[src/sv/vertex_cache_hard_cluster_split_assert.svh]
// Assertion macros for the vertex cache cluster split block.
// Taken in by the back end and the top level; expects clk_i and rst_ni in scope.
`ifndef VERTEX_CACHE_HARD_CLUSTER_SPLIT_ASSERT_SVH
`define VERTEX_CACHE_HARD_CLUSTER_SPLIT_ASSERT_SVH

// Property checked at every edge outside reset.
`define VCHCS_ASSERT(lbl, prop, msg) \
  lbl: assert property (@(posedge clk_i) disable iff (!rst_ni) (prop)) else $error(msg);

// Antecedent this cycle, consequent on the next edge.
`define VCHCS_ASSERT_NEXT(lbl, ante, cons, msg) \
  lbl: assert property (@(posedge clk_i) disable iff (!rst_ni) (ante) |=> (cons)) \
    else $error(msg);

`endif

[src/sv/vchcs_fifo.sv]
// Small register queue, power-of-two depth, used between the parts.
// No package dependency.
module vchcs_fifo #(
  parameter int unsigned Width = 8,
  parameter int unsigned Depth = 2
) (
  input  logic                       clk_i,
  input  logic                       rst_ni,
  input  logic                       push_i,
  input  logic [Width-1:0]           data_i,
  input  logic                       pop_i,
  output logic [Width-1:0]           data_o,
  output logic                       full_o,
  output logic                       empty_o,
  output logic [$clog2(Depth+1)-1:0] count_o
);

  localparam int unsigned PtrW = (Depth > 1) ? $clog2(Depth) : 1;
  localparam int unsigned CntW = $clog2(Depth + 1);

  logic [Width-1:0] mem_q [Depth];
  logic [PtrW-1:0]  wr_ptr_q, wr_ptr_d, rd_ptr_q, rd_ptr_d;
  logic [CntW-1:0]  count_q, count_d;

  always_comb begin
    wr_ptr_d = wr_ptr_q;
    rd_ptr_d = rd_ptr_q;
    count_d  = count_q;
    if (push_i) begin
      wr_ptr_d = wr_ptr_q + PtrW'(1);
    end
    if (pop_i) begin
      rd_ptr_d = rd_ptr_q + PtrW'(1);
    end
    if (push_i && !pop_i) begin
      count_d = count_q + CntW'(1);
    end else if (!push_i && pop_i) begin
      count_d = count_q - CntW'(1);
    end
  end

  always_ff @(posedge clk_i or negedge rst_ni) begin
    if (!rst_ni) begin
      wr_ptr_q <= '0;
      rd_ptr_q <= '0;
      count_q  <= '0;
    end else begin
      wr_ptr_q <= wr_ptr_d;
      rd_ptr_q <= rd_ptr_d;
      count_q  <= count_d;
    end
  end

  always_ff @(posedge clk_i) begin
    if (push_i) begin
      mem_q[wr_ptr_q] <= data_i;
    end
  end

  assign data_o  = mem_q[rd_ptr_q];
  assign full_o  = (count_q == CntW'(Depth));
  assign empty_o = (count_q == '0);
  assign count_o = count_q;

endmodule

[config.mk]
export PLATFORM = sky130hd
export DESIGN_NAME = vchcs_fifo
export DESIGN_NICKNAME = d
export VERILOG_FILES = /design/src/sv/vertex_cache_hard_cluster_split_assert.svh /design/src/sv/vchcs_fifo.sv
export SDC_FILE = /design/constraint.sdc
export NUM_CORES = 1
export LEC_CHECK = 0
export ABC_AREA = 1
export BUFFER_PORTS_ARGS = -buffer_cell sky130_fd_sc_hd__buf_2
export CAP_MARGIN = 20
export CORE_MARGIN = 1.5
export CORE_UTILIZATION = 52
export DETAILED_ROUTE_END_ITERATION = 8
export GPL_TIMING_DRIVEN = 0
export HOLD_SLACK_MARGIN = 0.12
export PLACE_DENSITY = 0.8
export REMOVE_ABC_BUFFERS = 1
export SLEW_MARGIN = 5
export SYNTH_ARGS = -nofsm -noshare
export SYNTH_HDL_FRONTEND = slang
export SYNTH_SLANG_ARGS = --single-unit
[constraint.sdc]
create_clock -name clk_i -period 2.98 [get_ports clk_i]
set_input_delay 0.149 -clock clk_i [delete_from_list [all_inputs] [get_ports clk_i]]
set_output_delay 0.149 -clock clk_i [all_outputs]
set_load 0.01 [all_outputs]
After elaboration in Yosys (flattened, before gate mapping)
Memory sizes are Yosys's and may differ from the RTL's. Cells that the tools add are included.

Register bits after elaboration: 4. Memory bits (writable): 16. Output and inout port bits: 12. Logic and storage cells: 19. Memories: 1.

Memories: mem_q (words 2, bits a word 8, read ports 1, clocked after memory_dff 0, write ports 1, RTL line vchcs_fifo.sv:21) `logic [Width-1:0] mem_q [Depth];`.

Add/subtract/negate cells: 4. Equal/unequal tests: 1. Mux-type cells: 4. Reduce and logical (&&, ||, !) cells: 6.

Operator list (count): $mux W2 (2); $add A1 B1 Y1 const B (2); $add A2 B1 Y2 const B (1); $eq A2 B2 Y1 const B (1); $logic_and A1 B1 Y1 (2); $logic_not A1 Y1 (2); $logic_not A2 Y1 (1); $mux W1 (2); $reduce_bool A2 Y1 (1); $sub A2 B1 Y2 const B (1).

Logic depth before layout (Yosys ltp)
Depth in word-level cells: 4. Depth in mapped cells: 7. Depth with buffers taken out: 7.

Worst setup path before layout
No wires, ideal clock.

Path kind: reg-to-reg. Start point: register wr_ptr_q. End point: memory mem_q[0][0], enable pin. Arrival: 0.774 ns. Required time: 2.610 ns. Setup slack: 1.836 ns. Cell stages (with the launch flop): 2. Period minus slack after synthesis: 1.144 ns. Cells stage by stage: dfrtp_1 > nor2_1.

RTL lines: from (decl) (RTL line vchcs_fifo.sv:22) `logic [PtrW-1:0] wr_ptr_q, wr_ptr_d, rd_ptr_q, rd_ptr_d;`; from (signal assigned) (RTL line vchcs_fifo.sv:48) `wr_ptr_q <= wr_ptr_d;`; to (decl) (RTL line vchcs_fifo.sv:21).

Straight into the memory's write port.

Final worst setup path
Start point: register rd_ptr_q. End point: output port data_o[6].

Longest elaborated chain between the ends: 1.

RTL lines: from (decl) (RTL line vchcs_fifo.sv:22); from (signal assigned) (RTL line vchcs_fifo.sv:49) `rd_ptr_q <= rd_ptr_d;`; $mem_v2 Z2 W8; to (decl) (RTL line vchcs_fifo.sv:12) `output logic [Width-1:0] data_o,`.

Every way passes these cells.

==> flow_summary.toml <==
[outcome]
status = "complete, no violations"

[setup_path]
startpoint = "rd_ptr_q$_DFFE_PN0P_"
critical_path_class = "reg2out"
r2r_slack_ns = 1.67
cp_max_fo = 9
cp-end-kind = "output pin"
r2r_start = "wr_ptr_q$_DFFE_PN0P_"
reg2reg_depth = 1
required_ns = 2.83
arrival_ns = 1.47
critical-path-max-stage-delay_ns = 0.68
crit_slowest_cell = "dfrtp_1"
path_cells = "mux2_4, buf_2"
reg2reg_to = "mem_q[0][0]$_DFFE_PP_"
start_kind = "register"

[layout]
n_antenna_cell = 0
fin_nets = 101
nFillCells = 102
fin_cells = 103
regArea_um2 = 580.6
layout-drive-gt1-share = 0.4023
synthToLayoutAreaGrowth_pct = 35.02
multi_input_area_um2 = 200.2
fin_util = 0.7420

[synth]
synth_seq_cells = 20
netlist_area_um2 = 818.3
ys_seq_area_frac = 0.7095
syn_avg_cell_area_um2 = 16.37
synthCells = 50
yosysUniqueCellTypes = 12
ys_warn_count = 0

[cts]
post_cts_buffers = 0
post_cts_resized = 0
cts_root_buffer = "clkbuf_4"
clk_pin_slew_ns = 0.11
cts_tree = "built"
numCtsBuffers = 3
htreeDepth = 1
hold_buffers = 11
clock-sinks = 20
cts_buffer_depth = 2
clk_latency_ns = 0.31

[route]
wl_um = 1370
drtAntennaViolNets = 0
drt_iter0_drc = 5
routed_via_density = 4.825
via_count = 497
first_pass_iters = 4
drc = 0
wl_per_cell_um = 13.30

[grt]
antenna_found_initial = 0
grt_pass1_wl_um = 2201
grtUsageTotal = 0.1740
overflow = 0
grt_max_degree = 13
grt_pass1_vias = 486

[timing]
rsz0062_at_grt = "false"
fin_worst_skew_ns = 0.005503
setup_viol = 0
final.setup.tns_ns = 0
hold_viol_final = 0
period_minus_slack_ns = 1.618
fmax_mhz = 617.9
setup_slack_ns = 1.362
min_period_over_period = 0.5431
maxSlewHeadroom = 0.5699
worst_pin_slew_ns = 0.6427
finalHoldWorstSlack_ns = 0.1571
slew_viol_final = 0

[power]
power.share.clock = 0.230
p_per_area_mw_per_mm2 = 874.2
switchingPower_uw = 285.4
netSwitchingFraction = 0.2956
leakagePower_uw = 0.0005069
combPwrFrac = 0.308
seqPwrFrac = 0.463
internal_power_uw = 680.3
max-vdd-ir-drop_mv = 0.4760

[hold_path]
hold_class = "in2async"

[floorplanning]
core-area_mm2 = 0.001489
dieArea_mm2 = 0.001821
die_x_um = 42.67
initial_utilization = 0.5496
row_count = 14
dieHeight_um = 42.67
ios = 24

[placement]
dp_cells = 88
portBuffers = 23
place.gp.congestion = 0.7168
hpwl_um = 918.6
dp_slack_ns = 1.684

[job]
cap_violations = 0
-- worst max-delay path: cells and delay by family, from the launching register on --
kind                   cells  cell delay, ns
buffers and inverters      1            0.14
DFF                        1            0.68
muxes                      1            0.34
-- power by group through the flow --
| stage | logic, µW | registers, µW | clock network [µW] |
|---|---|---|---|
| 2_1_floorplan | 184 | 445 | 0 |
| 3_3_place_gp | 274 | 446 | 0 |
| 3_5_place_dp | 284 | 454 | 0 |
| 4_1_cts | 296 | 447 | 225 |
| 5_1_grt | 320 | 458 | 236 |
| 6_report | 297 | 447 | 222 |
-- Yosys cell counts --
cell | n | area [µm²]
nor2_1 | 3 | 11.26
ha_1 | 1 | 12.51
nand3_1 | 1 | 5.000
xnor2_1 | 1 | 8.760
nand4_1 | 1 | 6.260
mux2_4 | 8 | 120.1
buf_6 | 1 | 11.26
dfrtp_1 | 4 | 100.1
inv_1 | 7 | 26.28
edfxtp_1 | 16 | 480.5
xor2_1 | 2 | 17.52
nand2_1 | 5 | 18.77
-- through the flow --
step / cell area [µm²] / power, µW
2_1_floorplan: 807.0 / 628.8
4_1_cts: 1105 / 968.2
3_5_place_dp: 942.2 / 738.1
6_report: 1105 / 965.8
3_3_place_gp: 942.2 / 719.9
5_1_grt: 1105 / 1014
-- placed cells by master (no fill, tap or decap) --
| master | n |
|---|---|
| nand3_1 | 1 |
| edfxtp_1 | 16 |
| buf_2 | 23 |
| nor2_1 | 3 |
| xnor2_1 | 1 |
| ha_1 | 1 |
| dlygate4sd3_1 | 11 |
| clkbuf_4 | 3 |
| dfrtp_1 | 4 |
| xor2_1 | 2 |
| mux2_4 | 8 |
| nand4_1 | 1 |
| nand2_1 | 5 |
| bufinv_16 | 1 |
| inv_1 | 7 |
-- how the worst max path moves through the flow --
stage	endpoint	slack (ns)	cells past startpoint
floorplan	mem_q[0][0]$_DFFE_PP_	1.84	1
global placement	mem_q[0][4]$_DFFE_PP_	1.69	1
detailed placement	mem_q[0][4]$_DFFE_PP_	1.68	1
CTS	data_o[6]	1.35	2
global route	data_o[6]	1.29	2
finish	data_o[6]	1.36	2
-- area by class of cell --
type,count,area share
sequential,20,0.5255
tap,16,0.01812
clock inverter,1,0.02718
clock buffer,3,0.02039
inverter,7,0.02378
multi-input combinational,22,0.1812
timing repair buffer,34,0.2039
-- logic make-up after synthesis --
kind of cell,count (synthesis),synth area share
flops,20,0.7095
simple gates,10,0.05046
buf+inv,8,0.04588
mux,8,0.1468
xor+xnor,3,0.03212
fa+ha+maj,1,0.01529
-- sequential cells by signal (all words and copies together), names as in the netlist --
register / flops
mem_q: 16
count_o: 2
rd_ptr_q: 1
wr_ptr_q: 1
-- metal layers --
metal  wire length (µm)  GRT usage
met5                  0          0
met1                540     0.2018
met4                 27    0.07500
met2                752     0.3121
met3                 51    0.02979
Power figures use the tool's default switching activity.
