==> config.mk <==
export PLATFORM = sky130hd
export DESIGN_NAME = vchcs_front
export DESIGN_NICKNAME = d
export VERILOG_FILES = /design/src/sv/vertex_cache_hard_cluster_split_assert.svh /design/src/sv/vchcs_pkg.sv /design/src/sv/vchcs_front.sv
export SDC_FILE = /design/constraint.sdc
export NUM_CORES = 1
export LEC_CHECK = 0
export ABC_CLOCK_PERIOD_IN_PS = 4200
export BUFFER_PORTS_ARGS = -buffer_cell sky130_fd_sc_hd__clkbuf_2
export CAP_MARGIN = 5
export CORE_ASPECT_RATIO = 1.25
export CORE_MARGIN = 2
export CORE_UTILIZATION = 53
export CTS_BUF_LIST = sky130_fd_sc_hd__clkbuf_16
export DETAILED_ROUTE_END_ITERATION = 8
export PLACE_DENSITY = 0.82
export SETUP_SLACK_MARGIN = 0.15
export SKIP_LAST_GASP = 1
export SYNTH_ARGS = -nofsm -noshare
export SYNTH_HDL_FRONTEND = slang
export SYNTH_SLANG_ARGS = --single-unit
==> constraint.sdc <==
create_clock -name clk_i -period 4.2 [get_ports clk_i]
set_input_delay 0.84 -clock clk_i [delete_from_list [all_inputs] [get_ports clk_i]]
set_output_delay 0.84 -clock clk_i [all_outputs]
set_load 0.01 [all_outputs]
==> src/sv/vertex_cache_hard_cluster_split_assert.svh <==
// Assertion macros for the vertex cache cluster split block.
// Taken in by the back end and the top level; expects clk_i and rst_ni in scope.
`ifndef VERTEX_CACHE_HARD_CLUSTER_SPLIT_ASSERT_SVH
`define VERTEX_CACHE_HARD_CLUSTER_SPLIT_ASSERT_SVH

// Property checked at every edge outside reset.
`define VCHCS_ASSERT(lbl, prop, msg) \
  lbl: assert property (@(posedge clk_i) disable iff (!rst_ni) (prop)) else $error(msg);

// Antecedent this cycle, consequent on the next edge.
`define VCHCS_ASSERT_NEXT(lbl, ante, cons, msg) \
  lbl: assert property (@(posedge clk_i) disable iff (!rst_ni) (ante) |=> (cons)) \
    else $error(msg);

`endif

==> src/sv/vchcs_pkg.sv <==
// Shared types and constants for the vertex cache cluster split block.
// No dependencies.
package vchcs_pkg;

  localparam int unsigned CacheEntries = 16;
  localparam int unsigned StampW       = 32;
  localparam int unsigned VertW        = 16;
  localparam int unsigned FaceW        = 24;
  localparam int unsigned MissW        = 2;
  localparam int unsigned SlotWMax     = 20;

  localparam logic [StampW-1:0] StampInit  = StampW'(CacheEntries + 1);
  localparam logic [StampW-1:0] StampLimit = StampW'(CacheEntries);
  localparam logic [MissW-1:0]  AllMissed  = MissW'(3);

  // Queue depths between the parts
  localparam int unsigned MidDepth = 4;
  localparam int unsigned MidCntW  = $clog2(MidDepth + 1);
  localparam int unsigned OutDepth = 2;

  // Which of the three lookups of a triangle is issued next
  typedef enum logic [2:0] {
    LkA = 3'b001,
    LkB = 3'b010,
    LkC = 3'b100
  } lookup_e;

  typedef struct packed {
    logic [SlotWMax-1:0] slot_a;
    logic [SlotWMax-1:0] slot_b;
    logic [SlotWMax-1:0] slot_c;
    logic                mesh_start;
    logic [FaceW-1:0]    face;
  } tri_t;

  typedef struct packed {
    logic [MissW-1:0] miss_count;
    logic             cluster_begins;
    logic [FaceW-1:0] face_number;
  } res_t;

endpackage

==> src/sv/vchcs_front.sv <==
// Front end: takes triangles, numbers faces, folds vertex indices onto slots.
// Uses vchcs_pkg; feeds the middle queue by credit on its fill count.
module vchcs_front #(
  parameter int unsigned VertexSlots = 65536
) (
  input  logic                              clk_i,
  input  logic                              rst_ni,
  input  logic                              accept_i,
  input  logic [vchcs_pkg::VertW-1:0]       vertex_a_i,
  input  logic [vchcs_pkg::VertW-1:0]       vertex_b_i,
  input  logic [vchcs_pkg::VertW-1:0]       vertex_c_i,
  input  logic                              mesh_start_i,
  input  logic [vchcs_pkg::MidCntW-1:0]     mid_count_i,
  output logic                              full_o,
  output logic                              push_o,
  output vchcs_pkg::tri_t                   item_o
);
  import vchcs_pkg::*;

  // index mod slots = v - q*slots, q estimated by reciprocal, one correction
  localparam int unsigned   RecipW  = 29;
  localparam logic [63:0]   Recip64 = (64'd1 << 32) / 64'(VertexSlots);
  localparam logic [RecipW-1:0] Recip = Recip64[RecipW-1:0];
  localparam int unsigned   ProdW   = VertW + RecipW;
  localparam int unsigned   QW      = ProdW - 32;
  localparam int unsigned   ModW    = SlotWMax + 1;
  localparam logic [ModW-1:0] Slots = ModW'(VertexSlots);

  logic [VertW-1:0] vin [3];
  logic [ProdW-1:0] prod [3];
  logic [ModW-1:0]  r_fix [3];

  logic             s1_valid_q, s2_valid_q;
  logic [VertW-1:0] s1_v_q [3];
  logic [QW-1:0]    s1_q_q [3];
  logic [ModW-1:0]  s2_r_q [3];
  logic             s1_start_q, s2_start_q;
  logic [FaceW-1:0] s1_face_q, s2_face_q;
  logic [FaceW-1:0] face_q, face_d, face_now;
  logic [MidCntW:0] in_flight;

  assign vin[0] = vertex_a_i;
  assign vin[1] = vertex_b_i;
  assign vin[2] = vertex_c_i;

  assign face_now = mesh_start_i ? '0 : face_q;
  assign face_d   = accept_i ? face_now + FaceW'(1) : face_q;

  always_comb begin
    for (int i = 0; i < 3; i++) begin
      prod[i]  = ProdW'(vin[i]) * ProdW'(Recip);
      r_fix[i] = (s2_r_q[i] >= Slots) ? s2_r_q[i] - Slots : s2_r_q[i];
    end
  end

  always_ff @(posedge clk_i or negedge rst_ni) begin
    if (!rst_ni) begin
      s1_valid_q <= 1'b0;
      s2_valid_q <= 1'b0;
      face_q     <= '0;
    end else begin
      s1_valid_q <= accept_i;
      s2_valid_q <= s1_valid_q;
      face_q     <= face_d;
    end
  end

  always_ff @(posedge clk_i) begin
    for (int i = 0; i < 3; i++) begin
      s1_v_q[i] <= vin[i];
      s1_q_q[i] <= prod[i][ProdW-1:32];
      s2_r_q[i] <= ModW'(s1_v_q[i]) - ModW'(s1_q_q[i]) * Slots;
    end
    s1_start_q <= mesh_start_i;
    s1_face_q  <= face_now;
    s2_start_q <= s1_start_q;
    s2_face_q  <= s1_face_q;
  end

  // Items in the two stages are counted against the queue's room
  assign in_flight = (MidCntW+1)'(mid_count_i) + (MidCntW+1)'(s1_valid_q)
                   + (MidCntW+1)'(s2_valid_q);
  assign full_o    = (in_flight >= (MidCntW+1)'(MidDepth));

  assign push_o            = s2_valid_q;
  assign item_o.slot_a     = SlotWMax'(r_fix[0]);
  assign item_o.slot_b     = SlotWMax'(r_fix[1]);
  assign item_o.slot_c     = SlotWMax'(r_fix[2]);
  assign item_o.mesh_start = s2_start_q;
  assign item_o.face       = s2_face_q;

endmodule

# ---- Word level (Yosys, flattened, before mapping)
# Memory sizes are Yosys's and may differ from the RTL's.
# Cells that the tools add are included.
dict set report word_totals {
  mem_count 2
  word_cells 26
  output_inout_bits 87
  ram_bits 111
  in_bits 55
  ff_bits 76
}
# memory words width rd rd_ports_with_merged_regs wr line_no
set memory_table {}
lappend memory_table {s2_r_q 3 21 3 0 3 vchcs_front.sv:36} ;# logic [ModW-1:0] s2_r_q [3];
lappend memory_table {s1_v_q 3 16 3 0 3 vchcs_front.sv:34} ;# logic [VertW-1:0] s1_v_q [3];
dict set report op_classes {
  magnitude_cmp 4
  muxes 4
  n_addsub 9
}
# op n
set ops {}
lappend ops {{greater-or-equal comparator 21 x 17 -> 1 bit (second input constant)} 3}
lappend ops {{subtractor 16 x 21 -> 21 bit (second input constant)} 3}
lappend ops {{2-to-1 mux 20 bit} 3}
lappend ops {{subtractor 20 x 17 -> 20 bit (second input constant)} 3}
lappend ops {{adder 24 x 1 -> 24 bit (second input constant)} 1}
lappend ops {{2-to-1 mux 24 bit} 1}
lappend ops {{adder 3 x 1 -> 4 bit} 1}
lappend ops {{adder 4 x 1 -> 4 bit} 1}
lappend ops {{greater-or-equal comparator 4 x 3 -> 1 bit (second input constant)} 1}

# ---- Longest topological paths before layout
dict set report depth {
  ltp_word 3
  mapped_depth 8
}

# ---- Worst setup path after synthesis
# OpenSTA, ideal clock, no wires.
dict set report synth_path {
  kind {input-to-output}
  start {in mid_count_i[0] (netlist name)}
  end {out full_o}
  required_time_ns 3.360
  path_slack_ns 1.911
  arrival_ns 1.449
  cell_stages 3
  path_cell_list {ha_1 -> a21o_1 -> a21o_1}
}
dict set report synth_via {
  elab_chain_len 3
}
# item line_no
set synth_rtl {}
lappend synth_rtl {{start, declared} vchcs_front.sv:13} ;# input logic [vchcs_pkg::MidCntW-1:0] mid_count_i,
lappend synth_rtl {{adder 3 x 1 -> 4 bit} vchcs_front.sv:81} ;# assign in_flight = (MidCntW+1)'(mid_count_i) + (MidCntW+1)'(s1_valid_q)
lappend synth_rtl {{adder 4 x 1 -> 4 bit} vchcs_front.sv:82} ;# + (MidCntW+1)'(s2_valid_q);
lappend synth_rtl {{greater-or-equal comparator 4 x 3 -> 1 bit} vchcs_front.sv:83} ;# assign full_o = (in_flight >= (MidCntW+1)'(MidDepth));
lappend synth_rtl {{end, declared} vchcs_front.sv:14} ;# output logic full_o,
# Every way passes these cells.

# ---- Worst setup path in the final report
# Ends and elaborated chain as after synthesis.

==> impl_metrics.csv <==
group,metric,value,unit
status,run_status,"completed",
die,rows,37,
place,dp_hpwl,5.54,mm
clock_network,clk_root_buffer_cell,"clkbuf_16",
synthesis,synth_cell_types,38,
setup_path,regToRegSetupSlack,2510,ps
layout,nFillCells,578,
setup_path,critPathRequiredTime,3360,ps
grt,grtUsageTotal,18.4,%
timing,slew_headroom,55.8,%
die,start_util,54.9,%
pwr,power_frac_seq,53.2,%
timing,finalCriticalPeriod,2490,ps
setup_path,slowest_delay,280,ps
setup_path,cp_top_family,"compound AO/OA/AOI/OAI gates",
clock_network,cts_sinks,172,
route,drt_pass1_iterations,6,
synthesis,synth_async_sr_flop_share,15.1,%
pwr,clock_power_share,43.2,%
clock_network,postCtsSetupBuffers,0,
layout,fin_util,69.6,%
pwr,p_leak,0.00269,uW
synthesis,synth_edf_count,0,
setup_path,worstSetupPathType,"input port to primary output",
clock_network,tritoncts,"yes",
timing,hold_violations,0,
timing,layout_setup_ws,1710,ps
route,drt_wl_total,8.19,mm
route,vias,2651,
die,core_area,8240,um2
route,wl_per_cell,14.5,um
grt,overflow,0,
grt,grt_start_max_net_pins,35,
timing,tightest_slew,661,ps
pwr,p_sw,710,uW
place,place_ws,1530,ps
hold_path,whs_path_depth,0,
pwr,p_comb_share,3.6,%
route,detail-route-antenna-nets,0,
setup_path,reg2reg_to,"face_q[12]",
setup_path,worstRegToRegCells,6,
hold_path,hold_path_end,"s2_r_q[0][32]",
timing,maxSlewViolCount,0,
timing,grt_setup_unrepaired,"false",
hold_path,hp-start,"s1_v_q[0][27]",
setup_path,rr_startpoint,"face_q[0]",
setup_path,crit_chain,"clkbuf_2, ha_1, a21o_1, a21o_1, clkbuf_2",
hold_path,hold_class,"flop to flop",
timing,setup_violations,0,
setup_path,crit_fanout,1,
timing,finClkSkew,10.7,ps
layout,layout-area-overhead-vs-synth,26.8,%
synthesis,synthCells,316,
synthesis,syn-cell-area,4520,um2
layout,finalNonFillerCells,565,
place,gp_congestion,0.781,
pwr,ir_drop,0.000307,V
place,io_buffers,129,
grt,grt_pass1_wl,12.5,mm
setup_path,start_kind,"input port",
flow_run,drv_cap,0,
route,via_per_inst,4.69,
setup_path,cp.depth,5,
grt,antenna_found_initial,0,
timing,fmax,402,MHz
die,die_h,107,um
synthesis,syn_avg_cell_area,14.3,um2
clock_network,htree_levels,4,
layout,nets,512,
die,ios,142,
clock_network,clk_latency,410,ps
setup_path,crit_path_top_delay_cell,"ha_1",
setup_path,cp.arrival,1650,ps
pwr,switching_share,21.8,%
clock_network,cts.path.max_buffers,2,
clock_network,holdBufCountCts,0,
timing,fin_crit_sh,59.2,%
clock_network,cts_resized,0,
synthesis,ys_warn_count,0,
die,dieArea,9290,um2
synthesis,synth-main-ff-cell,"dfxtp_1",
die,die_width,86.6,um
grt,grt_pass1_vias,2567,
route,drc,0,
pwr,pwr_density_cell,567,nW/um2
route,drt_iter0_drc,40,
synthesis,ys_seq_area_share,79.0,%
clock_network,cts_made_buffers,17,
place,placed_cells,533,
pwr,power_report.internal_total,2540,uW
clock_network,clk_pin_slew,70,ps
pwr,total_power,3250,uW
setup_path,cp-end-kind,"primary output",
timing,tns,0,ps
synthesis,ys_seq_elements,172,
setup_path,crit_buf_inv,2,
layout,diodes,0,
layout,drive_gt1_share,35.9,%
-- cells in the mapped netlist, types with 2 or more instances --
cell	n	area [um2]
a21oi_1	3	15.0
nand3b_1	2	15.0
nor2_2	2	12.5
mux2_2	2	22.5
nand4_1	10	62.6
nand3_1	6	30.0
clkbuf_1	2	7.51
nor3_1	2	10.0
ha_1	2	25.0
and3_1	4	25.0
nor2_1	5	18.8
xor2_1	16	140
buf_4	14	105
and3b_1	2	17.5
buf_2	2	10.0
dfrtp_1	26	651
xnor2_1	3	26.3
dfxtp_1	146	2920
nor2b_1	20	125
a21o_1	2	15.0
inv_1	4	15.0
nand2_1	25	93.8
-- power groups by stage --
stage	combinational, uW	sequential, uW	clock, uW
floorplan	45.3	1770	0
detailed placement	117	1760	0
global route	131	1740	1500
CTS	120	1730	1430
finish	118	1730	1400
global placement	114	1760	0
-- final cells by class --
| cell class | instances | area, um2 | share of cell area (%) |
|---|---|---|---|
| timing repair buffer | 129 | 646 | 11.3 |
| multi-input combinational | 131 | 836 | 14.6 |
| inverter | 4 | 15.0 | 0.262 |
| clock buffer | 18 | 450 | 7.86 |
| clock inverter | 14 | 92.6 | 1.61 |
| sequential | 172 | 3570 | 62.3 |
| tap | 97 | 121 | 2.12 |
-- worst max-delay path by stage --
stage	startpoint	end	slack (ps)
3_3_place_gp	mesh_start_i	face_q[12]	1680
6_report	mid_count_i[0]	full_o	1710
4_1_cts	mid_count_i[0]	full_o	1710
5_1_grt	mid_count_i[0]	full_o	1680
3_5_place_dp	mesh_start_i	face_q[10]	1530
2_1_floorplan	mid_count_i[0]	full_o	1910
-- state kept, by name (all words and copies together) (netlist names) --
register	cells
s1_valid_q	1
s1_face_q	24
s2_start_q	1
push_o	1
s2_face_q	24
s1_start_q	1
s1_v_q	48
face_q	24
s2_r_q	48
-- layout by cell type, fill, tap and decap left out, types with 2 or more instances in the layout --
cell        instances
nand4_1            10
a21oi_1             3
inv_4               2
nor2_2              2
clkinv_1            2
nand3_1             6
xnor2_1             3
nor2b_1            20
inv_6               2
a21o_1              2
and3_1              4
nand2_1            25
mux2_2              2
inv_1               5
clkinvlp_4          5
clkbuf_16          18
dfxtp_1           146
nor3_1              2
conb_1             12
ha_1                2
xor2_1             16
clkbuf_2          129
nor2_1              5
and3b_1             2
nand3b_1            2
dfrtp_1            26
-- per-layer routing --
metal,routed length [um],part of all wire [%],GRT usage (%),vias up
met2,4070,50,30.9,124
met3,667,8.1,8.90,13
met4,140,1.7,7.03,0
met1,3310,40,19.9,1241
li1,-,-,-,1273
met5,0,0,0,-
-- per-stage QoR --
step           instance area [um2]  hold slack, ps
3_3_place_gp                  5190             310
3_5_place_dp                  5190             312
6_report                      5730             320
2_1_floorplan                 4560             310
5_1_grt                       5730             325
4_1_cts                       5730             320
-- cell families (layout without fill, tap and decap cells) --
logic type	count (synthesis)	after routing	synth area share (%)
AOI/OAI and AO/OA	8	8	1.22
xor gates and xnor gates	19	19	3.68
muxes	3	3	0.720
and+or+nand+nor	87	87	11.3
adders and majority gates	2	2	0.553
other	1	12	0.0830
buffers and inverters	24	165	3.38
DFF	172	172	79.0
Note: power is estimated with default switching activity, not from simulation.
